--- src/sv/tws_pkg.sv ---
// tws_pkg: shared types, constants and address helpers for the text window engine
// no dependencies; imported by the top level, tws_csr, tws_ctrl and tws_checker

package tws_pkg;

   localparam int ROW_STRIDE  = 80;
   localparam int STORE_CELLS = 2048;
   localparam int ADDR_W      = $clog2(STORE_CELLS);
   localparam int CELL_W      = 16;
   localparam int BYTE_W      = 8;
   localparam int ROW_W       = 5;
   localparam int COL_W       = 7;
   localparam int KIND_W      = 4;
   localparam int CSR_IDX_W   = 3;
   localparam int CSR_DATA_W  = 8;
   localparam int ABS_W       = 14;

   typedef logic [ADDR_W-1:0] addr_type;
   typedef logic [CELL_W-1:0] cell_type;
   typedef logic [ROW_W-1:0]  row_type;
   typedef logic [COL_W-1:0]  col_type;
   typedef logic [BYTE_W-1:0] byte_type;

   typedef enum logic [KIND_W-1:0] {
      OP_ADVANCE   = 4'd0,
      OP_BACK      = 4'd1,
      OP_NEXT_ROW  = 4'd2,
      OP_FIRST_COL = 4'd3,
      OP_CLEAR     = 4'd4,
      OP_DRAW      = 4'd5,
      OP_UNDRAW    = 4'd6,
      OP_WRITE     = 4'd7,
      OP_READ      = 4'd8
   } op_type;

   typedef enum logic [CSR_IDX_W-1:0] {
      CSR_FIRST_ROW   = 3'd0,
      CSR_FIRST_COL   = 3'd1,
      CSR_ROW_LIMIT   = 3'd2,
      CSR_COL_LIMIT   = 3'd3,
      CSR_DEFAULT_ATT = 3'd4,
      CSR_GLYPH       = 3'd5,
      CSR_CURSOR_ATT  = 3'd6
   } csr_idx_type;

   typedef struct packed {
      row_type  first_row;
      col_type  first_col;
      row_type  row_limit;
      col_type  col_limit;
      byte_type default_attr;
      byte_type glyph;
      byte_type cursor_attr;
   } cfg_type;

   typedef struct packed {
      logic     we;
      addr_type waddr;
      cell_type wdata;
      addr_type raddr;
   } mem_req_type;

   localparam cfg_type  CFG_RESET   = cfg_type'{5'd0, 7'd0, 5'd25, 7'd80, 8'h07, 8'd32, 8'h70};
   localparam cell_type SAVED_RESET = 16'h0700;

   // absolute cell address, wrapped to the store size
   function automatic addr_type cell_at(cfg_type cfg, logic [ROW_W:0] row, col_type col);
      logic [ABS_W-1:0] abs_row;
      logic [ABS_W-1:0] sum;
      abs_row = ABS_W'(cfg.first_row) + ABS_W'(row);
      sum = abs_row * ABS_W'(ROW_STRIDE) + ABS_W'(cfg.first_col) + ABS_W'(col);
      return sum[ADDR_W-1:0];
   endfunction

   // last window row, a degenerate window counts as one row
   function automatic row_type last_row(cfg_type cfg);
      return (cfg.row_limit > cfg.first_row) ?
             row_type'(cfg.row_limit - cfg.first_row - 5'd1) : '0;
   endfunction

   function automatic col_type last_col(cfg_type cfg);
      return (cfg.col_limit > cfg.first_col) ?
             col_type'(cfg.col_limit - cfg.first_col - 7'd1) : '0;
   endfunction

endpackage

--- src/sv/tws_csr.sv ---
// tws_csr: window and cursor configuration registers behind a plain write port
// depends on tws_pkg

module tws_csr
   import tws_pkg::*;
(
   input  logic                  clock,
   input  logic                  reset,
   input  logic                  csr_write_enable,
   input  logic [CSR_IDX_W-1:0]  csr_index,
   input  logic [CSR_DATA_W-1:0] csr_write_data,
   output cfg_type               cfg
);

   cfg_type cfg_ff;
   cfg_type cfg_in;

   always_comb begin
      cfg_in = cfg_ff;
      if (csr_write_enable) begin
         unique case (csr_idx_type'(csr_index))
            CSR_FIRST_ROW:   cfg_in.first_row    = csr_write_data[ROW_W-1:0];
            CSR_FIRST_COL:   cfg_in.first_col    = csr_write_data[COL_W-1:0];
            CSR_ROW_LIMIT:   cfg_in.row_limit    = csr_write_data[ROW_W-1:0];
            CSR_COL_LIMIT:   cfg_in.col_limit    = csr_write_data[COL_W-1:0];
            CSR_DEFAULT_ATT: cfg_in.default_attr = csr_write_data[BYTE_W-1:0];
            CSR_GLYPH:       cfg_in.glyph        = csr_write_data[BYTE_W-1:0];
            CSR_CURSOR_ATT:  cfg_in.cursor_attr  = csr_write_data[BYTE_W-1:0];
            default:         cfg_in = cfg_ff;
         endcase
      end
   end

   always_ff @(posedge clock) begin
      if (reset) begin
         cfg_ff <= CFG_RESET;
      end else begin
         cfg_ff <= cfg_in;
      end
   end

   assign cfg = cfg_ff;

endmodule

--- config.mk ---
export PLATFORM = sky130hd
export DESIGN_NAME = tws_csr
export DESIGN_NICKNAME = d
export VERILOG_FILES = /design/src/sv/tws_pkg.sv /design/src/sv/tws_csr.sv
export SDC_FILE = /design/constraint.sdc
export NUM_CORES = 1
export LEC_CHECK = 0
export BUFFER_PORTS_ARGS = -buffer_cell sky130_fd_sc_hd__buf_2
export CAP_MARGIN = 15
export CELL_PAD_IN_SITES_DETAIL_PLACEMENT = 2
export CELL_PAD_IN_SITES_GLOBAL_PLACEMENT = 2
export CORE_MARGIN = 3
export CORE_UTILIZATION = 27
export DETAILED_ROUTE_END_ITERATION = 10
export GPL_TIMING_DRIVEN = 0
export HOLD_SLACK_MARGIN = 0.12
export PLACE_DENSITY_LB_ADDON = 0.1
export SYNTH_ARGS = -nofsm -noshare
export SYNTH_HDL_FRONTEND = slang
export SYNTH_SLANG_ARGS = --single-unit
export TNS_END_PERCENT = 50
--- constraint.sdc ---
create_clock -name clock -period 1 [get_ports clock]
set_input_delay 0.1 -clock clock [delete_from_list [all_inputs] [get_ports clock]]
set_output_delay 0.1 -clock clock [all_outputs]
set_load 0.02 [all_outputs]
Word-level counts from Yosys, hierarchy flattened
Cells that the tools add are included.
{ "totals": {"regBits": 48, "out_inout_bits": 48, "inputBits": 14} }
{ "op_classes": {"n_eq_ne": 6, "reduce_logical": 8} }
{ "op_table": {"columns": ["op", "count"], "rows": [
  ["2-bit AND reduction", 7],
  ["3-bit == test, second input constant", 3],
  ["3-bit by 2-bit == test with 1-bit output, second input constant", 2],
  ["3-bit by 1-bit == test with 1-bit output, second input constant", 1],
  ["3-bit zero test", 1]
]} }

Depth between registers and ports, before layout
Gate-level depths: netlist of the first run.
{ "depth": {"word_depth": 2, "depth_mapped": 5} }

Least setup slack after synthesis of the first run
No wires, ideal clock.
{ "synth_path": {"path_type": "input to register", "start": "input port csr_index[0]", "end": "register cfg_ff, in the netlist cfg[44]", "path_stages": 3, "setup_time_ns": 0.124, "path_buffers": 1, "slack_ns": 0.001, "arrival_time_ns": 0.875, "path_cell_list": "or4b_1 > buf_6 > mux2i_1"} }
{ "synth_between": {"elab_chain_len": 2} }
{ "synth_lines": {"columns": ["item", "line_no", "source"], "rows": [
  ["start: declaration", "tws_csr.sv:10", "input logic [CSR_IDX_W-1:0] csr_index,"],
  ["3-bit zero test", "tws_csr.sv:21", "unique case (csr_idx_type'(csr_index))"],
  ["2-bit AND reduction (no line)", null, null],
  ["end signal: assignment", "tws_csr.sv:38", "cfg_ff <= cfg_in;"],
  ["end: declaration", "tws_csr.sv:15", "cfg_type cfg_ff;"]
]} }
No other way between the ends.
A chain may end at the register's enable or synchronous reset.

Worst setup path after layout of the first run
{ "layout_path": {"start": "register cfg_ff, in the netlist cfg[33]", "end": "output port cfg[33] (netlist name)"} }
{ "layout_lines": {"columns": ["item", "line_no", "source"], "rows": [
  ["end: declaration", "tws_csr.sv:12", "output cfg_type cfg"]
]} }
No word-level cell between the ends.

==> results of run 1 <==
kinds of logic after synthesis:
kind of cell	after synthesis	share of synthesized area, %
muxes	48	24.8
and+or+nand+nor	71	22.2
DFF	48	49.5
buffers and inverters	14	3.48
area by class of cell:
class | count | share of cell area, %
multi-input cells | 119 | 36.0
plain buffers | 14 | 2.77
flip-flops and latches | 48 | 38.0
repair buffers | 66 | 14.2
clock buffers | 6 | 2.87
clock inverters | 2 | 1.38
well taps | 96 | 4.75
through the flow:
stage / worst slack [ps] / setup TNS [ps] / util (%)
after floorplan: 1.03 / 0 / -
after global placement: -430 / -14230 / 34.4
after detailed placement: -462 / -14880 / 34.4
after CTS: 1.56 / 0 / 36.8
after global routing: 1.10 / 0 / 36.8
final: 51.7 / 0 / 36.8
Yosys cell counts:
| cell type | instances | share of area, % |
|---|---|---|
| and4b_1 | 1 | 0.52 |
| and4bb_1 | 1 | 0.65 |
| buf_2 | 6 | 1.5 |
| buf_6 | 1 | 0.58 |
| clkbuf_1 | 7 | 1.4 |
| dfxtp_1 | 48 | 50 |
| mux2i_1 | 48 | 25 |
| nand2b_1 | 44 | 14 |
| nand4b_1 | 2 | 0.90 |
| nand4bb_1 | 3 | 1.7 |
| nor2_1 | 19 | 3.7 |
| or4b_1 | 1 | 0.52 |
path summary, 6_finish.rpt:
check                            start                   end  cells after the start
setup reg to reg  cfg[30]$_SDFFE_PP1P_  cfg[30]$_SDFFE_PP1P_                      2
hold / removal       csr_write_data[6]   cfg[6]$_SDFFE_PP1P_                      3
hold reg to reg    cfg[2]$_SDFFE_PP0P_   cfg[2]$_SDFFE_PP0P_                      2
setup / recovery  cfg[33]$_SDFFE_PP0P_               cfg[33]                      1
what timing repair did:
item                                   4_1_cts  5_1_grt
hold buffers                                 6        0
endpoints found under the hold margin        7        0
resized for setup                            1        2
cloned                                       0        0
pin swaps                                    0        0
setup endpoints to repair                   26       28
power by group:
group | switching, mW | internal, mW | total, mW
sequential | 0.0222 | 1.95 | 1.97
combinational | 0.213 | 0.155 | 0.369
clock | 0.661 | 0.743 | 1.40
layout by cell type (no fill, tap or decap):
cell,count
nor2_1,19
nand4bb_1,3
nand4b_1,2
or4b_1,1
dlygate4sd3_1,6
clkinv_2,1
and4bb_1,1
mux2i_1,48
bufinv_16,1
buf_2,66
clkbuf_2,2
nand2b_1,44
dfxtp_1,48
clkbuf_1,6
clkbuf_8,5
and4b_1,1
buf_6,1
layer usage:
| metal | track usage, % | vias up | share of wire [%] | routed length [um] |
|---|---|---|---|---|
| met3 | 3.75 | 6 | 4.2 | 229 |
| met1 | 17.9 | 762 | 47 | 2600 |
| met5 | 0 | - | 0 | 0 |
| met4 | 3.44 | 0 | 1.0 | 57 |
| met2 | 23.2 | 37 | 48 | 2610 |
| li1 | - | 745 | - | - |
==> reports/results.txt, run 1 <==
cell chosen for the clock root - clkbuf_8
number of global-route vias before repair - 1639
Die Height - 90.8 um
Inst Count DP - 337
fmax - 1050 MHz
HP Class - primary input to flop
Slew @ Worst Pin - 435 ps
setup slack, reg-to-reg - 330 ps
First DRT Iteration DRCs - 39
H-tree depth - 2
Congestion Overflow GR - 0
Seq/Total Area, Yosys - 49.5%
leakage power total - 1.26 nW
share of cells above drive strength 1 - 29.8%
core area - 0.00687 sq mm
port bufs - 60
Max-cap violations - 0
FILL cells - 792
register area - 961 sq um
syn_nets - 195
Worst path slowest cell - dfxtp_1
Power Density - 1480 mW/mm^2
worst-case clock buffer depth - 2
crit-path max cell delay - 370 ps
synth warn - 0
status - completed
Sink Count - 48
Tmin final - 948 ps
Area Growth Syn to Fin - 30.5%
clock slew at reported path FFs - 90 ps
Max rail drop VDD - 0.701 mV
DRC - 0
vias post-DR - 1550
Setup CP Type - flop to primary output
hpwl dp - 4.05 mm
Total Routed Length - 5.50 mm
Fin. Hold Viols - 0
Chip Width - 90.8 um
cell family with most CP delay - flip-flops
Synth cell types - 12
CP max FO - 2
ant diodes - 0
largest net degree at the start of global routing - 15
total design power - 3.75 mW
Routed WL per cell - 15.7 um
Final Max Tran Viols - 0
TritonRoute pass-1 iters - 4
CTS tree - built
Syn Area/Cell - 10.7 sq um
area of the multi-input gates - 911 sq um
Tcrit/Tclk final - 94.8%
Non-Filler Instances - 351
CP required - 900 ps
worst path cell trace - buf_2
Skew-Pair Late Insertion Delay - 300 ps
die area - 0.00824 sq mm
Global Route Usage Sum - 14.0%
Mapped Area - 0.00194 sq mm
GP Congestion - 0.680
Crit path buffers/inverters - 1
design area - 0.00253 sq mm
Final ANT Viol Nets - 0
postcts setup bufs - 0
first-pass GRT wire length - 8.97 mm
hold slack - 132 ps
vias per cell - 4.42
max FFs per register - 48
Starting Density - 28.2%
CTS Buf Count - 5
Placement Rows - 30
I/O Pins - 62
# nets final - 268
Layout Skew - 0 ps
cells after synthesis - 181
crit path capture type - primary output
Area after DPL - 0.00236 sq mm
WP data arrival - 850 ps
Yosys reg bits - 48
Max-slew headroom - 71.0%
CP Launch Type - flop
initial antenna violation count - 0
final setup violation count - 0
RSZ-0062 raised after global routing - false
Power figures use the tool's default switching activity.
==> run 2: changes to the inputs <==
CORE_UTILIZATION = 33   (was 27)
clock period = 1.2 ns   (was 1 ns; I/O delays follow)
==> run 2 against run 1 <==
Clock skew stayed put. Sequential power is 16% lower. Register-to-register slack better by 230 ps. Design area is 2.5% lower. Sequential share of layout area is 0.98 points higher. Critical endpoint is now cfg[19]$_SDFFE_PP0P_. Largest cell class unchanged. Highest routed layer unchanged.
==> reports/results.txt, run 2 (synthesized netlist as in run 1, its figures left out) <==
first-pass GRT wire length - 8.40 mm (was 8.97 mm)
Final ANT Viol Nets - 0 (unchanged)
CP required - 1380 ps (was 900 ps)
Tmin final - 1090 ps
H-tree depth - 2 (unchanged)
CP Launch Type - primary input (was flop)
final setup violation count - 0 (unchanged)
worst r2r dst - cfg[33]$_SDFFE_PP0P_ (was cfg[30]$_SDFFE_PP1P_)
Starting Density - 34.6% (was 28.2%)
most common cell after layout, fill and taps aside - buf_2 (unchanged)
Setup CP Type - primary input to flop (was flop to primary output)
WP data arrival - 1270 ps (was 850 ps)
Area Growth Syn to Fin - 27.2% (was 30.5%)
Max-cap violations - 0 (unchanged)
core area - 0.00561 sq mm (was 0.00687 sq mm)
RSZ-0062 raised after global routing - false (unchanged)
setup slack, reg-to-reg - 560 ps (was 330 ps)
Die Height - 82.7 um (was 90.8 um)
port bufs - 60 (unchanged)
ant diodes - 0 (unchanged)
Max-slew headroom - 71.0% (about the same)
critical hold path startpoint - csr_write_data[2] (was csr_write_data[6])
postcts setup bufs - 0 (unchanged)
Congestion Overflow GR - 0 (unchanged)
GRT Max-Usage Layer - met2 (unchanged)
area of the multi-input gates - 911 sq um (unchanged)
CTS Buf Count - 5 (unchanged)
Total Routed Length - 5.26 mm (was 5.50 mm)
number of gates resized after CTS - 0 (was 1)
GRT met2 Usage - 27.5% (was 23.2%)
Sink Count - 48 (unchanged)
PnR worst setup slack - 111 ps (was 51.7 ps)
initial antenna violation count - 0 (unchanged)
HP Class - primary input to flop (unchanged)
I/O Pins - 62 (unchanged)
Hold Crit Depth - 3 (unchanged)
Placement Rows - 27 (was 30)
Layout Skew - 0 ps (unchanged)
clock slew at reported path FFs - 90 ps (about the same)
die area - 0.00683 sq mm (was 0.00824 sq mm)
Tcrit/Tclk final - 90.7%
Power Density - 1210 mW/mm^2 (was 1480 mW/mm^2)
Routed WL per cell - 16.2 um (was 15.7 um)
DRC - 0 (unchanged)
vias per cell - 4.62 (was 4.42)
First DRT Iteration DRCs - 48 (was 39)
CP max FO - 10 (was 2)
fmax - 918 MHz
Final Max Tran Viols - 0 (unchanged)
crit path capture type - flop (was primary output)
Fin. Hold Viols - 0 (unchanged)
total design power - 2.98 mW (was 3.75 mW)
status - completed (unchanged)
cell chosen for the clock root - clkbuf_8 (unchanged)
worst-case clock buffer depth - 2 (unchanged)
Slew @ Worst Pin - 435 ps (about the same)
Setup Slack @ Placement - -241 ps (was -462 ps)
# nets final - 266 (was 268)
vias post-DR - 1503 (was 1550)
register area - 961 sq um (unchanged)
Global Route Usage Sum - 16.8% (was 14.0%)
Hold EP - cfg[18]$_SDFFE_PP1P_ (was cfg[6]$_SDFFE_PP1P_)
largest net degree at the start of global routing - 16 (was 15)
TritonRoute pass-1 iters - 4 (unchanged)
met1 usage - 22.2% (was 17.9%)
Chip Width - 82.7 um (was 90.8 um)
leakage power total - 1.24 nW (was 1.26 nW)
Max rail drop VDD - 0.667 mV (was 0.701 mV)
share of cells above drive strength 1 - 29.6% (was 29.8%)
CTS tree - built (unchanged)
Reg2Reg Depth - 2 (unchanged)
most frequent cells in the layout - 66 x buf_2, 48 x mux2i_1, 48 x dfxtp_1 (unchanged)
number of global-route vias before repair - 1600 (was 1639)
FILL cells - 641 (was 792)
r2r startpoint - cfg[33]$_SDFFE_PP0P_ (was cfg[30]$_SDFFE_PP1P_)
GP Congestion - 0.671 (was 0.680)
Final Util - 44.0% (was 36.8%)
hpwl dp - 3.85 mm (was 4.05 mm)
met3 usage - 4.01% (was 3.75%)
Skew-Pair Late Insertion Delay - 310 ps (was 300 ps)
max FFs per register - 48 (unchanged)
[run 2: changes by cell type in the layout (fill, tap and decap cells not counted)]
cell / before / now
bufinv_16: 1 / 0
dlygate4sd3_1: 6 / 4
clkbuf_1: 6 / 7
clkbuf_8: 5 / 6
inv_6: 0 / 1
clkbuf_2: 2 / 0
[run 2: worst max path at each step]
stage | slack, ps | startpoint | to
finish | 110 | reset | cfg[19]$_SDFFE_PP0P_
global route | 6 | reset | cfg[46]$_SDFFE_PP0P_
CTS | 80 | reset | cfg[46]$_SDFFE_PP0P_
detailed placement | -240 | reset | cfg[3]$_SDFFE_PP0P_
global placement | -240 | reset | cfg[19]$_SDFFE_PP0P_
floorplan | 180 | csr_index[0] | cfg[44]$_SDFFE_PP0P_
[run 2: layout make-up]
cell class                 instances  share of cell area [%]
clock inverter                     2                   0.558
multi-input combinational        119                    36.9
tap                               72                    3.65
timing repair buffer              64                    13.8
clock buffer                       6                    3.35
buffer                            14                    2.74
sequential                        48                    39.0
[run 2: worst max-delay path, stage by stage]
cell and delay [ps]:
clkbuf_1 330, clkbuf_1 340, nand2b_1 360, mux2i_1 120
[run 2: power breakdown]
part | switching (mW) | internal [mW] | total (mW)
sequential | 0.0185 | 1.63 | 1.65
combinational | 0.177 | 0.124 | 0.301
clock | 0.564 | 0.472 | 1.04
total | 0.759 | 2.22 | 2.98
[run 2: layer usage]
layer | wire length, um | part of all wire [%]
met1 | 2510 | 48
met2 | 2450 | 47
met3 | 252 | 4.8
met4 | 56 | 1.1
met5 | 0 | 0
[run 2: what timing repair did]
| action | in CTS | in global routing |
|---|---|---|
| hold buffers | 4 | 0 |
| endpoints found under the setup margin | 0 | 0 |
| endpoints found under the hold margin | 4 | 0 |
[run 2: per-stage QoR]
step	area [sq um]	hold WS, ps	TNS (ps)	instances
finish	2470	131	0	325
global route	2470	142	0	325
CTS	2470	124	0	325
detailed placement	2330	428	-5390	313
global placement	2330	410	-4950	313
floorplan	1940	281	0	181
