### config.mk
export PLATFORM = sky130hd
export DESIGN_NAME = tws_ctrl
export DESIGN_NICKNAME = d
export VERILOG_FILES = /design/src/sv/tws_pkg.sv /design/src/sv/tws_ctrl.sv
export SDC_FILE = /design/constraint.sdc
export NUM_CORES = 1
export LEC_CHECK = 0
export BUFFER_PORTS_ARGS = -buffer_cell sky130_fd_sc_hd__buf_2
export CAP_MARGIN = 20
export CORE_AREA = 2 2 134 136
export DETAILED_ROUTE_END_ITERATION = 10
export DIE_AREA = 0 0 136 138
export PLACE_DENSITY = 0.84
export SYNTH_ARGS = -nofsm -noshare
export SYNTH_HDL_FRONTEND = slang
export SYNTH_SLANG_ARGS = --single-unit
export TNS_END_PERCENT = 50
### constraint.sdc
create_clock -name clock -period 15.43 [get_ports clock]
set_input_delay 2.3145 -clock clock [delete_from_list [all_inputs] [get_ports clock]]
set_output_delay 2.3145 -clock clock [all_outputs]
set_load 0.05 [all_outputs]
### src/sv/tws_pkg.sv
// tws_pkg: shared types, constants and address helpers for the text window engine
// no dependencies; imported by the top level, tws_csr, tws_ctrl and tws_checker

package tws_pkg;

   localparam int ROW_STRIDE  = 80;
   localparam int STORE_CELLS = 2048;
   localparam int ADDR_W      = $clog2(STORE_CELLS);
   localparam int CELL_W      = 16;
   localparam int BYTE_W      = 8;
   localparam int ROW_W       = 5;
   localparam int COL_W       = 7;
   localparam int KIND_W      = 4;
   localparam int CSR_IDX_W   = 3;
   localparam int CSR_DATA_W  = 8;
   localparam int ABS_W       = 14;

   typedef logic [ADDR_W-1:0] addr_type;
   typedef logic [CELL_W-1:0] cell_type;
   typedef logic [ROW_W-1:0]  row_type;
   typedef logic [COL_W-1:0]  col_type;
   typedef logic [BYTE_W-1:0] byte_type;

   typedef enum logic [KIND_W-1:0] {
      OP_ADVANCE   = 4'd0,
      OP_BACK      = 4'd1,
      OP_NEXT_ROW  = 4'd2,
      OP_FIRST_COL = 4'd3,
      OP_CLEAR     = 4'd4,
      OP_DRAW      = 4'd5,
      OP_UNDRAW    = 4'd6,
      OP_WRITE     = 4'd7,
      OP_READ      = 4'd8
   } op_type;

   typedef enum logic [CSR_IDX_W-1:0] {
      CSR_FIRST_ROW   = 3'd0,
      CSR_FIRST_COL   = 3'd1,
      CSR_ROW_LIMIT   = 3'd2,
      CSR_COL_LIMIT   = 3'd3,
      CSR_DEFAULT_ATT = 3'd4,
      CSR_GLYPH       = 3'd5,
      CSR_CURSOR_ATT  = 3'd6
   } csr_idx_type;

   typedef struct packed {
      row_type  first_row;
      col_type  first_col;
      row_type  row_limit;
      col_type  col_limit;
      byte_type default_attr;
      byte_type glyph;
      byte_type cursor_attr;
   } cfg_type;

   typedef struct packed {
      logic     we;
      addr_type waddr;
      cell_type wdata;
      addr_type raddr;
   } mem_req_type;

   localparam cfg_type  CFG_RESET   = cfg_type'{5'd0, 7'd0, 5'd25, 7'd80, 8'h07, 8'd32, 8'h70};
   localparam cell_type SAVED_RESET = 16'h0700;

   // absolute cell address, wrapped to the store size
   function automatic addr_type cell_at(cfg_type cfg, logic [ROW_W:0] row, col_type col);
      logic [ABS_W-1:0] abs_row;
      logic [ABS_W-1:0] sum;
      abs_row = ABS_W'(cfg.first_row) + ABS_W'(row);
      sum = abs_row * ABS_W'(ROW_STRIDE) + ABS_W'(cfg.first_col) + ABS_W'(col);
      return sum[ADDR_W-1:0];
   endfunction

   // last window row, a degenerate window counts as one row
   function automatic row_type last_row(cfg_type cfg);
      return (cfg.row_limit > cfg.first_row) ?
             row_type'(cfg.row_limit - cfg.first_row - 5'd1) : '0;
   endfunction

   function automatic col_type last_col(cfg_type cfg);
      return (cfg.col_limit > cfg.first_col) ?
             col_type'(cfg.col_limit - cfg.first_col - 7'd1) : '0;
   endfunction

endpackage

### src/sv/tws_ctrl.sv
// tws_ctrl: operation sequencer, cursor state and window walker around the screen ram
// depends on tws_pkg; drives the ram through a mem_req_type bundle

module tws_ctrl
   import tws_pkg::*;
(
   input  logic                clock,
   input  logic                reset,
   input  cfg_type             cfg,
   input  logic                start,
   output logic                busy,
   input  logic [KIND_W-1:0]   req_kind,
   input  cell_type            req_cell_value,
   input  addr_type            req_read_address,
   output mem_req_type         mem_req,
   input  cell_type            mem_rdata,
   output logic                rsp_valid,
   output row_type             rsp_cursor_row_out,
   output col_type             rsp_cursor_col_out,
   output addr_type            rsp_cell_address,
   output logic                rsp_scrolled,
   output logic                rsp_at_top,
   output cell_type            rsp_read_data
);

   typedef enum logic [5:0] {
      ST_WIPE    = 6'b000001,
      ST_IDLE    = 6'b000010,
      ST_EXEC    = 6'b000100,
      ST_COPY_RD = 6'b001000,
      ST_COPY_WR = 6'b010000,
      ST_FILL    = 6'b100000
   } state_type;

   state_type state_ff, state_in;
   addr_type  wipe_ff, wipe_in;
   row_type   cursor_row_ff, cursor_row_in;
   col_type   cursor_col_ff, cursor_col_in;
   cell_type  saved_ff, saved_in;
   row_type   walk_row_ff, walk_row_in;
   col_type   walk_col_ff, walk_col_in;
   op_type    kind_ff, kind_in;
   cell_type  value_ff, value_in;
   logic      scrolled_ff, scrolled_in;

   logic      rsp_valid_ff, rsp_valid_in;
   row_type   rsp_row_ff;
   col_type   rsp_col_ff;
   addr_type  rsp_addr_ff;
   logic      rsp_scrolled_ff, rsp_scrolled_in;
   logic      rsp_at_top_ff, rsp_at_top_in;
   cell_type  rsp_read_ff, rsp_read_in;

   row_type   hm1;
   col_type   wm1;
   addr_type  cur_addr;
   addr_type  walk_addr;
   addr_type  src_addr;
   addr_type  next_addr;
   logic      finish;
   logic      wrap;

   assign hm1       = last_row(cfg);
   assign wm1       = last_col(cfg);
   assign cur_addr  = cell_at(cfg, {1'b0, cursor_row_ff}, cursor_col_ff);
   assign walk_addr = cell_at(cfg, {1'b0, walk_row_ff}, walk_col_ff);
   assign src_addr  = cell_at(cfg, {1'b0, walk_row_ff} + 6'd1, walk_col_ff);
   assign next_addr = cell_at(cfg, {1'b0, cursor_row_in}, cursor_col_in);

   always_comb begin
      state_in        = state_ff;
      wipe_in         = wipe_ff;
      cursor_row_in   = cursor_row_ff;
      cursor_col_in   = cursor_col_ff;
      saved_in        = saved_ff;
      walk_row_in     = walk_row_ff;
      walk_col_in     = walk_col_ff;
      kind_in         = kind_ff;
      value_in        = value_ff;
      scrolled_in     = scrolled_ff;
      finish          = 1'b0;
      wrap            = 1'b0;
      rsp_scrolled_in = 1'b0;
      rsp_at_top_in   = 1'b0;
      rsp_read_in     = '0;
      mem_req.we      = 1'b0;
      mem_req.waddr   = walk_addr;
      mem_req.wdata   = '0;
      mem_req.raddr   = cur_addr;

      unique case (state_ff)
         ST_WIPE: begin
            mem_req.we    = 1'b1;
            mem_req.waddr = wipe_ff;
            wipe_in       = wipe_ff + 1'b1;
            if (wipe_ff == '1) begin
               state_in = ST_IDLE;
            end
         end
         ST_IDLE: begin
            if (start) begin
               kind_in  = op_type'(req_kind);
               value_in = req_cell_value;
               state_in = ST_EXEC;
               if (op_type'(req_kind) == OP_READ) begin
                  mem_req.raddr = req_read_address;
               end
            end
         end
         ST_EXEC: begin
            finish = 1'b1;
            unique case (kind_ff)
               OP_ADVANCE, OP_NEXT_ROW: begin
                  wrap = (kind_ff == OP_NEXT_ROW) || !(cursor_col_ff < wm1);
                  if (!wrap) begin
                     cursor_col_in = cursor_col_ff + 1'b1;
                  end else begin
                     cursor_col_in = '0;
                     if (cursor_row_ff < hm1) begin
                        cursor_row_in = cursor_row_ff + 1'b1;
                     end else if (cursor_row_ff == hm1) begin
                        finish      = 1'b0;
                        scrolled_in = 1'b1;
                        walk_col_in = '0;
                        if (hm1 == '0) begin
                           walk_row_in = hm1;
                           state_in    = ST_FILL;
                        end else begin
                           walk_row_in = '0;
                           state_in    = ST_COPY_RD;
                        end
                     end else begin
                        cursor_row_in = hm1;
                     end
                  end
               end
               OP_BACK: begin
                  if (cursor_col_ff != '0) begin
                     cursor_col_in = cursor_col_ff - 1'b1;
                  end else if (cursor_row_ff == '0) begin
                     rsp_at_top_in = 1'b1;
                  end else begin
                     cursor_row_in = cursor_row_ff - 1'b1;
                     cursor_col_in = wm1;
                  end
               end
               OP_FIRST_COL: begin
                  cursor_col_in = '0;
               end
               OP_CLEAR: begin
                  finish        = 1'b0;
                  scrolled_in   = 1'b0;
                  cursor_row_in = '0;
                  cursor_col_in = '0;
                  saved_in      = {cfg.default_attr, saved_ff[BYTE_W-1:0]};
                  walk_row_in   = '0;
                  walk_col_in   = '0;
                  state_in      = ST_FILL;
               end
               OP_DRAW: begin
                  saved_in      = mem_rdata;
                  mem_req.we    = 1'b1;
                  mem_req.waddr = cur_addr;
                  mem_req.wdata = {cfg.cursor_attr, cfg.glyph};
               end
               OP_UNDRAW: begin
                  mem_req.we    = 1'b1;
                  mem_req.waddr = cur_addr;
                  mem_req.wdata = saved_ff;
               end
               OP_WRITE: begin
                  mem_req.we    = 1'b1;
                  mem_req.waddr = cur_addr;
                  mem_req.wdata = value_ff;
               end
               OP_READ: begin
                  rsp_read_in = mem_rdata;
               end
               default: begin
                  finish = 1'b1;
               end
            endcase
            if (finish) begin
               state_in = ST_IDLE;
            end
         end
         ST_COPY_RD: begin
            mem_req.raddr = src_addr;
            state_in      = ST_COPY_WR;
         end
         ST_COPY_WR: begin
            mem_req.we    = 1'b1;
            mem_req.wdata = mem_rdata;
            state_in      = ST_COPY_RD;
            if (walk_col_ff == wm1) begin
               walk_col_in = '0;
               if (walk_row_ff + 1'b1 == hm1) begin
                  walk_row_in = hm1;
                  state_in    = ST_FILL;
               end else begin
                  walk_row_in = walk_row_ff + 1'b1;
               end
            end else begin
               walk_col_in = walk_col_ff + 1'b1;
            end
         end
         ST_FILL: begin
            mem_req.we    = 1'b1;
            mem_req.wdata = {cfg.default_attr, {BYTE_W{1'b0}}};
            if (walk_col_ff == wm1) begin
               walk_col_in = '0;
               if (walk_row_ff == hm1) begin
                  finish          = 1'b1;
                  rsp_scrolled_in = scrolled_ff;
                  state_in        = ST_IDLE;
               end else begin
                  walk_row_in = walk_row_ff + 1'b1;
               end
            end else begin
               walk_col_in = walk_col_ff + 1'b1;
            end
         end
         default: begin
            state_in = ST_IDLE;
         end
      endcase
   end

   assign rsp_valid_in = finish;

   always_ff @(posedge clock) begin
      if (reset) begin
         state_ff      <= ST_WIPE;
         wipe_ff       <= '0;
         cursor_row_ff <= '0;
         cursor_col_ff <= '0;
         saved_ff      <= SAVED_RESET;
         rsp_valid_ff  <= 1'b0;
      end else begin
         state_ff      <= state_in;
         wipe_ff       <= wipe_in;
         cursor_row_ff <= cursor_row_in;
         cursor_col_ff <= cursor_col_in;
         saved_ff      <= saved_in;
         rsp_valid_ff  <= rsp_valid_in;
      end
   end

   always_ff @(posedge clock) begin
      walk_row_ff <= walk_row_in;
      walk_col_ff <= walk_col_in;
      kind_ff     <= kind_in;
      value_ff    <= value_in;
      scrolled_ff <= scrolled_in;
      if (finish) begin
         rsp_row_ff      <= cursor_row_in;
         rsp_col_ff      <= cursor_col_in;
         rsp_addr_ff     <= next_addr;
         rsp_scrolled_ff <= rsp_scrolled_in;
         rsp_at_top_ff   <= rsp_at_top_in;
         rsp_read_ff     <= rsp_read_in;
      end
   end

   assign busy               = (state_ff != ST_IDLE);
   assign rsp_valid          = rsp_valid_ff;
   assign rsp_cursor_row_out = rsp_row_ff;
   assign rsp_cursor_col_out = rsp_col_ff;
   assign rsp_cell_address   = rsp_addr_ff;
   assign rsp_scrolled       = rsp_scrolled_ff;
   assign rsp_at_top         = rsp_at_top_ff;
   assign rsp_read_data      = rsp_read_ff;

endmodule

Word-level counts from Yosys, hierarchy flattened

Index checks and enable logic that the tools add are counted.

Register bits after elaboration: 120
Input bits: 98
Output and inout bits: 82

$add $sub $neg: 24
Multipliers: 4
Magnitude comparators: 4
Equality and inequality tests: 38
Muxes and demuxes: 64
Bitwise logic cells: 3
Reduce and logical (&&, ||, !) cells: 24

Operators with widths:

| cell                                                               | number |
|---|---|
| 11-bit by 7-bit adder with 11-bit output                           | 8 |
| 28-bit one-hot mux with 3 select lines                             | 1 |
| 5-bit 2-to-1 mux                                                   | 15 |
| 6-bit 2-to-1 mux                                                   | 11 |
| 7-bit 2-to-1 mux                                                   | 9 |
| 16-bit one-hot mux with 3 select lines                             | 1 |
| 11-bit one-hot mux with 2 select lines                             | 2 |
| 6-bit one-hot mux with 6 select lines                              | 1 |
| 16-bit one-hot mux with 2 select lines                             | 1 |
| 5-bit one-hot mux with 3 select lines                              | 2 |
| 7-bit one-hot mux with 2 select lines                              | 2 |
| 11-bit 2-to-1 mux                                                  | 2 |
| 6-bit by 3-bit multiplier with 7-bit output, second input constant | 3 |
| 7-bit one-hot mux with 3 select lines                              | 1 |
| 5-bit by 5-bit adder with 6-bit output                             | 3 |
| 2-bit inequality test, second input constant                       | 9 |
| 4-bit by 3-bit == test with 1-bit output, second input constant    | 4 |
| 8-bit AND reduction                                                | 2 |
| 5-bit == test                                                      | 3 |
| 7-bit by 1-bit adder with 7-bit output, second input constant      | 2 |
| 7-bit by 1-bit subtractor with 7-bit output, second input constant | 2 |
| 4-bit inequality test, second input constant                       | 3 |
| 6-bit one-hot mux with 2 select lines                              | 1 |
| 11-bit by 1-bit adder with 11-bit output, second input constant    | 1 |
| 42 further kinds                                                   | 72 |

Longest topological paths before layout

Gate-level depths: netlist of run 1.

Word-level depth: 13
Depth in mapped cells: 31

Worst setup path before layout of run 1

No wires, ideal clock.

Path kind: input port to output port
Start point: input port cfg[43] (netlist name)
End point: output port mem_req[37] (netlist name)
Arrival: 5,856 ps
Required time: 13,116 ps
Path slack: 7,260 ps
Stages: 13
Cells stage by stage: ha_1 fa_1 xor2_1 ha_1 inv_1 fa_1 inv_1 ha_1 nand2_1 o21ai_0 nand3_1 xnor2_1 o21ai_0

RTL lines:

| item               | RTL line       | RTL |
|---|---|---|
| start: declaration | tws_ctrl.sv:9  | `input cfg_type cfg,` |
| end: declaration   | tws_ctrl.sv:15 | `output mem_req_type mem_req,` |

Worst setup path in the final report of run 1

Start point: input port cfg[40] (netlist name)
End point: register rsp_addr_ff[10], in the netlist rsp_cell_address[10], data pin

Cells in the longest elaborated chain, start to end: 13

RTL lines:

| item                                                       | RTL line        | RTL |
|---|---|---|
| 7-bit subtractor                                           | tws_pkg.sv:83   | `col_type'(cfg.col_limit - cfg.first_col - 7'd1) : '0;` |
| 7-bit by 1-bit subtractor with 7-bit output                | tws_pkg.sv:83   |  |
| 7-bit 2-to-1 mux (*)                                       | tws_pkg.sv:82   | `return (cfg.col_limit > cfg.first_col) ?` |
| 7-bit < comparator (*)                                     | tws_ctrl.sv:114 | `wrap = (kind_ff == OP_NEXT_ROW) \|\| !(cursor_col_ff < wm1);` |
| 1-bit logical NOT (*)                                      | tws_ctrl.sv:114 |  |
| 1-bit logical OR (*)                                       | tws_ctrl.sv:114 |  |
| 5-bit 2-to-1 mux (*)                                       | tws_ctrl.sv:115 | `if (!wrap) begin` |
| 5-bit one-hot mux with 3 select lines (*)                  | tws_ctrl.sv:112 | `unique case (kind_ff)` |
| 5-bit 2-to-1 mux (*)                                       | tws_ctrl.sv:91  | `unique case (state_ff)` |
| named net cursor_row_in[1]                                 | tws_ctrl.sv:37  | `row_type cursor_row_ff, cursor_row_in;` |
| 5-bit by 5-bit adder with 6-bit output (*)                 | tws_pkg.sv:70   | `abs_row = ABS_W'(cfg.first_row) + ABS_W'(row);` |
| 6-bit by 3-bit multiplier with 7-bit output (*)            | tws_pkg.sv:71   | `sum = abs_row * ABS_W'(ROW_STRIDE) + ABS_W'(cfg.first_col) + ABS_W'(col);` |
| 11-bit by 7-bit adder with 11-bit output (*) (2 in series) | tws_pkg.sv:71   |  |
| named net next_addr[10]                                    | tws_ctrl.sv:59  | `addr_type next_addr;` |
| end signal: assignment                                     | tws_ctrl.sv:258 | `rsp_addr_ff <= next_addr;` |
| end: declaration                                           | tws_ctrl.sv:49  | `addr_type rsp_addr_ff;` |

The timed path passes the listed nets; every way through them passes the cells marked *.
A chain may end at the register's enable or synchronous reset.

==> out/results.ini, run 1 <==
[sta]
tightest_slew_ps=1110
rsz0062_at_grt=no
fin_crit_sh=0.550
slew_viol_final=0
max_slew_margin=0.261
fin_skew_ps=11.8
final.setup.tns_ps=0
hold_violations=0
max_freq_ghz=0.118
setup_viol=0
fin_crit_ps=8490

[grt]
grt_start_max_net_pins=50
antenna_found_initial=0
grt_pass1_vias=8883
overflow=0
grt.total_usage=0.293
grt_pass1_wl_mm=44.1

[cells_and_area]
final_nets=1525
antennaDiodeCount=0
fin_util=0.683
drive_gt1_frac=0.197
fin_cells=1531
design_area_sq_mm=0.0120
area_delta_synth_final_pct=16.8

[placed_design]
dp_hpwl_mm=20.9
dpl_cell_area_sq_mm=0.0114
io_buffers=179
dp.cells=1499
gp_congestion=0.944

[yosys]
syn_inst=1121
synth_edf_count=74
synth_top_area_share=0.217
synth_seq_cells=120
async_flop_share=0
synthTopCellsByArea=edfxtp_1, ha_1, dfxtp_1, xnor2_1, fa_1
avgSynthCellArea_sq_um=9.14
synth_top_area_cell=edfxtp_1
synth_area_sq_mm=0.0102
ys_seq_area_frac=0.307
ys_types=75
yosysWarningCount=0
syn_nets=1357
synth_flop_cell=edfxtp_1

[outcome]
outcome=finished, final reports clean

[min_path]
hold_class=flop to flop
whs_path_depth=1

[floorplan]
start_util=0.585
rows=49
fp.dieH_um=138
die-area_sq_mm=0.0188
die_w_um=136
io_pins=180
coreArea_sq_mm=0.0175

[job]
maxCapViolCount=0

[route]
firstDrtPassIters=5
vias_per_cell=6.02
ant_nets=0
num_vias=9219
wl_per_cell_um=17.7
wirelength_mm=27.1
drc_errors=0
drtIter0Drc=737

[clocking]
path_clk_slew_ps=60
clock_latency_ps=430
cts_hold_buf=0
ctsResizeCount=0
post_cts_buffers=0
cts_buffers=17
cts-htree-levels=4
clock-sinks=120
clock-root-buffer=clkbuf_16
cts_tree=done
clock_path_buffers=2

[setup_path]
worst_r2r_path_depth=19
crit_required_ps=15590
cp_top_family=adder cells
cp_max_fo=9
slowest_delay_ps=510
worst-path-buf-inv=7
start_kind=primary input
cp.depth=29
path_class=primary input to flop
slowest_stage=nor3_1
cp_common_cell=inv_1
worstPathArrival_ps=8650
endpoint_kind=flop

[power_and_ir_drop]
static-leakage-power_nw=5.28
p_per_area_mw_per_mm2=91.7
irDropWorstVdd_v=0.0000873

[layout make-up]
type / instances / area [sq um]
multi-input cells: 860 / 6600
fillers: 1377 / 5560
flip-flops and latches: 120 / 3140
repair buffers: 187 / 956
clock buffers: 18 / 439
inverters: 103 / 387
well taps: 229 / 287
clock inverters: 14 / 160
[layer usage]
layer  track usage  share of wire  vias to the layer above
met1         0.387           0.43                     4410
met4         0.128          0.034                        0
met3        0.0513          0.060                       76
met5             0              0                        -
met2         0.470           0.48                      359
li1              -              -                     4374
[synthesized netlist by cell type, drive strengths merged, types with 16 or more instances]
| cell type | instances |
|---|---|
| nor2 | 96 |
| nand2 | 74 |
| a22oi | 35 |
| nand3 | 19 |
| nor3 | 23 |
| o21ai | 72 |
| a21oi | 46 |
| ha | 113 |
| clkbuf | 35 |
| xnor2 | 60 |
| fa | 25 |
| edfxtp | 74 |
| xor2 | 26 |
| mux2i | 21 |
| dfxtp | 46 |
| and2 | 24 |
| a21o | 20 |
| nor2b | 23 |
| inv | 103 |
| mux2 | 16 |
[worst reg2reg max path: stages (launching register included)]
cell and delay, ps:
edfxtp_1 990, nor3_1 310, a211oi_1 440, o311ai_4 250, or2_2 420, nand2_1 110
a22o_1 210, inv_1 80, fa_1 440, xnor2_1 170, ha_1 290, inv_1 50
fa_1 480, inv_1 40, ha_1 320, inv_1 60, o21bai_1 130, a21oi_1 120
nor3_1 240, xnor2_1 100
[flip-flops by register name, summed over array words and instances, names as in the netlist, 5 cells and up]
name and cells:
state_ff 6, rsp_cell_address 11, cursor_col_ff 7, rsp_cursor_row_out 5, value_ff 16, walk_col_ff 7, cursor_row_ff 5, rsp_read_data 16
rsp_cursor_col_out 7, walk_row_ff 5, wipe_ff 11, saved_ff 16
[worst paths after layout]
check / start / end / slack, ps
setup / recovery: cfg[40] / rsp_cell_address[10]$_DFFE_PP_ / 6940
hold / removal: saved_ff[9]$_SDFFE_PP1P_ / saved_ff[9]$_SDFFE_PP1P_ / 460
setup reg to reg: kind_ff[0]$_DFFE_PP_ / rsp_cell_address[10]$_DFFE_PP_ / 9930
hold reg to reg: saved_ff[9]$_SDFFE_PP1P_ / saved_ff[9]$_SDFFE_PP1P_ / 460
[power breakdown]
part           leakage [nW]  internal [mW]  total, mW  switching [mW]
logic                  3.96          0.121      0.337           0.216
clock network         0.287          0.246      0.409           0.163
registers              1.03          0.346      0.352         0.00674
total                  5.28          0.713       1.10           0.385
[cell usage in the layout (no fill, tap or decap), types with 7 or more instances in the layout]
cell type | netlist | final
a22oi_1 | 35 | 35
ha_1 | 113 | 113
a31oi_1 | 11 | 11
nor3_1 | 22 | 22
dfxtp_1 | 46 | 46
mux2i_1 | 21 | 21
nand4_1 | 11 | 11
nand3_1 | 19 | 19
buf_2 | 2 | 179
a21o_1 | 18 | 18
and2_1 | 24 | 24
o221ai_1 | 7 | 7
and3_1 | 7 | 7
xnor2_1 | 60 | 60
nor2_1 | 96 | 96
nand2_1 | 73 | 73
clkbuf_16 | 0 | 17
a21oi_1 | 46 | 46
fa_1 | 25 | 25
edfxtp_1 | 74 | 74
o21ai_0 | 68 | 68
nand2b_1 | 14 | 14
mux2_2 | 16 | 16
a211oi_1 | 12 | 12
inv_1 | 103 | 103
xor2_1 | 26 | 26
buf_4 | 0 | 8
nor2b_1 | 23 | 23
[per-stage QoR]
step           hold slack [ps]  power (mW)  setup WS [ps]
2_1_floorplan              431       0.608           7260
3_3_place_gp               439       0.683           6690
3_5_place_dp               451       0.690           6550
4_1_cts                    464        1.10           6980
5_1_grt                    474        1.15           6440
6_report                   464        1.10           6940
[logic make-up after synthesis]
kind of cell,count (synthesis),synth area share
AOI/OAI and AO/OA,272,0.182
xor gates and xnor gates,87,0.0758
adders and majority gates,138,0.187
buffers and inverters,141,0.0519
DFF,120,0.307
muxes,37,0.0381
and+or+nand+nor,326,0.159
Note: power is estimated with default switching activity, not from simulation.
==> run 2, diff against run 1 <==
- ABC_AREA: default -> 1
- CORE_AREA: 2 2 134 136 -> 2 2 145 147
- DIE_AREA: 0 0 136 138 -> 0 0 147 149
- PLACE_DENSITY: 0.84 -> 0.78
- clock period: 15.43 -> 7.75 ns (I/O delays scaled with it)
==> out/results.ini, run 2 <==
[sta]
max_freq_ghz=0.151
final.setup.tns_ps=0  ; unchanged
hold_violations=0  ; unchanged
fin_crit_ps=6640
setup_viol=0  ; unchanged
tightest_slew_ps=1060  ; -44.2 ps
max_slew_margin=0.288  ; +0.0270
fin_crit_sh=0.856
worst_slack_ps=1110  ; -5830 ps
fin_skew_ps=12.8  ; +1.02 ps
rsz0062_at_grt=no
slew_viol_final=0  ; unchanged

[clocking]
clock_path_buffers=2  ; unchanged
cts_hold_buf=0  ; unchanged
cts_tree=done
clock-sinks=120  ; unchanged
cts-htree-levels=4  ; unchanged
path_clk_slew_ps=60  ; about the same
clock_latency_ps=430  ; about the same
clock-root-buffer=clkbuf_16
post_cts_buffers=0  ; unchanged
cts_buffers=17  ; unchanged
ctsResizeCount=0  ; unchanged

[placed_design]
io_buffers=179  ; unchanged
dp_slack_ps=721  ; -5830 ps
dp_hpwl_mm=23.0  ; +10%
dp.cells=1782  ; +19%
gp_congestion=0.943  ; about the same

[yosys]
synth_top_area_share=0.210  ; -0.00702
syn_inst=1353  ; +21%
synth_compound_area_frac=0.145  ; -0.0370
yosysMostFrequentCell=inv_1
synth_flop_cell=edfxtp_1
synth_xor_area_frac=0.0529  ; -0.0229
syn_nets=1589  ; +17%
synth_seq_cells=120  ; unchanged
synth_top_area_cell=edfxtp_1
synth_top_family_by_area=simple AND/OR/NAND/NOR gates
async_flop_share=0  ; unchanged
yosysWarningCount=0  ; unchanged
synth_common_cells=inv_1, nand2_1, nor2_1
yosys.area_share.simple=0.225  ; +0.0661
ys_seq_area_frac=0.297  ; -0.00992
synthTopCellsByArea=edfxtp_1, ha_1, dfxtp_1, inv_1, nand2_1
synth_edf_count=74  ; unchanged
avgSynthCellArea_sq_um=7.83  ; -14%
synthAdderAreaFrac=0.181  ; -0.00604
ys_types=53  ; -29%
muxShareOfSynthArea=0  ; -0.0381
synth_area_sq_mm=0.0106  ; +3.3%

[floorplan]
die_w_um=147  ; +8.1%
die-area_sq_mm=0.0219  ; +17%
start_util=0.515  ; -0.0693
coreArea_sq_mm=0.0206  ; +17%
io_pins=180  ; unchanged
fp.dieH_um=149  ; +8.0%
rows=53  ; +8.2%

[power_and_ir_drop]
p_per_area_mw_per_mm2=174  ; +90%
power.total_mw=2.14  ; +95%
power.share.combinational=0.330  ; +0.023
power_frac_clock=0.346  ; -0.026
static-leakage-power_nw=6.05  ; +15%
swShare=0.381  ; +0.0304
internal_power_mw=1.33  ; +86%
power_switching_mw=0.817  ; +110%
irDropWorstVdd_v=0.000159  ; +82%
seqPwrFrac=0.324  ; +0.003

[grt]
grt.total_usage=0.268  ; -0.0247
grt_start_max_net_pins=42  ; -16%
grt_pass1_wl_mm=46.8  ; +6.2%
antenna_found_initial=0  ; unchanged
overflow=0  ; unchanged
grt_pass1_vias=9664  ; +8.8%

[route]
wl_met2_mm=14.4  ; +11%
ant_nets=0  ; unchanged
drtIter0Drc=591  ; -20%
num_vias=9908  ; +7.5%
wirelength_mm=29.2  ; +7.7%
firstDrtPassIters=5  ; unchanged
drc_errors=0  ; unchanged
wl_met3_mm=1.79  ; +9.3%
wl_met1_mm=12.3  ; +6.6%
wl_per_cell_um=16.1  ; -9.1%
vias_per_cell=5.46  ; -9.3%
highest_layer=met4

[setup_path]
worstPathArrival_ps=6810  ; -1840 ps
path_class=primary input to flop
cp_top_family=adder cells
worst-path-buf-inv=7  ; unchanged
slowest_stage=fa_1
crit_required_ps=7920  ; -7670 ps
start_kind=primary input
worst_r2r_path_depth=23  ; +4
endpoint_kind=flop
cp_common_cell=nand2_1
cp_max_fo=7  ; -2
slowest_delay_ps=470  ; -40 ps
cp.depth=35  ; +21%

[cells_and_area]
fin_cells=1815  ; +19%
antennaDiodeCount=0  ; unchanged
area_delta_synth_final_pct=16.2
mostFrequentLayoutCells=inv_1, nand2_1, buf_2
layout_commonest_cell=inv_1
drive_gt1_frac=0.192  ; -0.00583
final_nets=1763  ; +16%

[job]
maxCapViolCount=0  ; unchanged

[outcome]
outcome=finished, final reports clean

[min_path]
hold_class=flop to flop
whs_path_depth=2  ; +1

run 2: cell types whose count changed after synthesis, moves of 33 or more:
| cell | delta |
|---|---|
| nand3_1 | +47 |
| nand2_1 | +145 |
| xnor2_1 | -41 |
| a21oi_1 | +34 |
| a22oi_1 | -33 |
| inv_1 | +132 |
run 2: logic make-up (layout without fill, tap and decap cells):
group                      count (synthesis)  count (layout)
AOI/OAI and AO/OA                        247             247
xor gates and xnor gates                  64              64
adders and majority gates                138             138
buffers and inverters                    277             464
DFF                                      120             120
and+or+nand+nor                          507             507
run 2: final timing paths:
path         slack [ps]                              to                         from
max                1110  rsp_cell_address[10]$_DFFE_PP_                      cfg[44]
min                 460       saved_ff[11]$_SDFFE_PP0P_    saved_ff[11]$_SDFFE_PP0P_
max reg2reg        2720  rsp_cell_address[10]$_DFFE_PP_  cursor_col_ff[0]$_SDFF_PP0_
min reg2reg         460       saved_ff[11]$_SDFFE_PP0P_    saved_ff[11]$_SDFFE_PP0P_
run 2: metrics by stage:
stage	utilization	area (sq um)	hold WS, ps
floorplan	-	10600	430
global placement	0.571	11700	441
detailed placement	0.571	11700	449
CTS	0.598	12300	458
global route	0.599	12300	489
finish	0.599	12300	462
run 2: layout make-up:
type	instances	area, sq um
repair buffers	183	937
inverters	249	940
fillers	1889	8250
clock inverters	14	118
multi-input cells	956	6400
well taps	275	344
flip-flops and latches	120	3140
clock buffers	18	429
run 2: power groups by stage:
stage	clock [mW]	sequential, mW	combinational, mW
2_1_floorplan	0	0.710	0.521
3_3_place_gp	0	0.708	0.687
3_5_place_dp	0	0.708	0.698
4_1_cts	0.751	0.695	0.703
5_1_grt	0.775	0.696	0.780
6_report	0.742	0.695	0.708
run 2: worst min-delay path: cells and delay by family (launching register included):
kind                   cells  cell delay, ps
AOI/OAI and AO/OA          1              60
DFF                        1             300
buffers and inverters      1              60
run 2: metal layers:
| metal | up-vias | global-route usage |
|---|---|---|
| met5 | - | 0 |
| met4 | 0 | 0.0894 |
| met3 | 65 | 0.0520 |
| met2 | 333 | 0.477 |
| met1 | 4624 | 0.327 |
| li1 | 4886 | - |
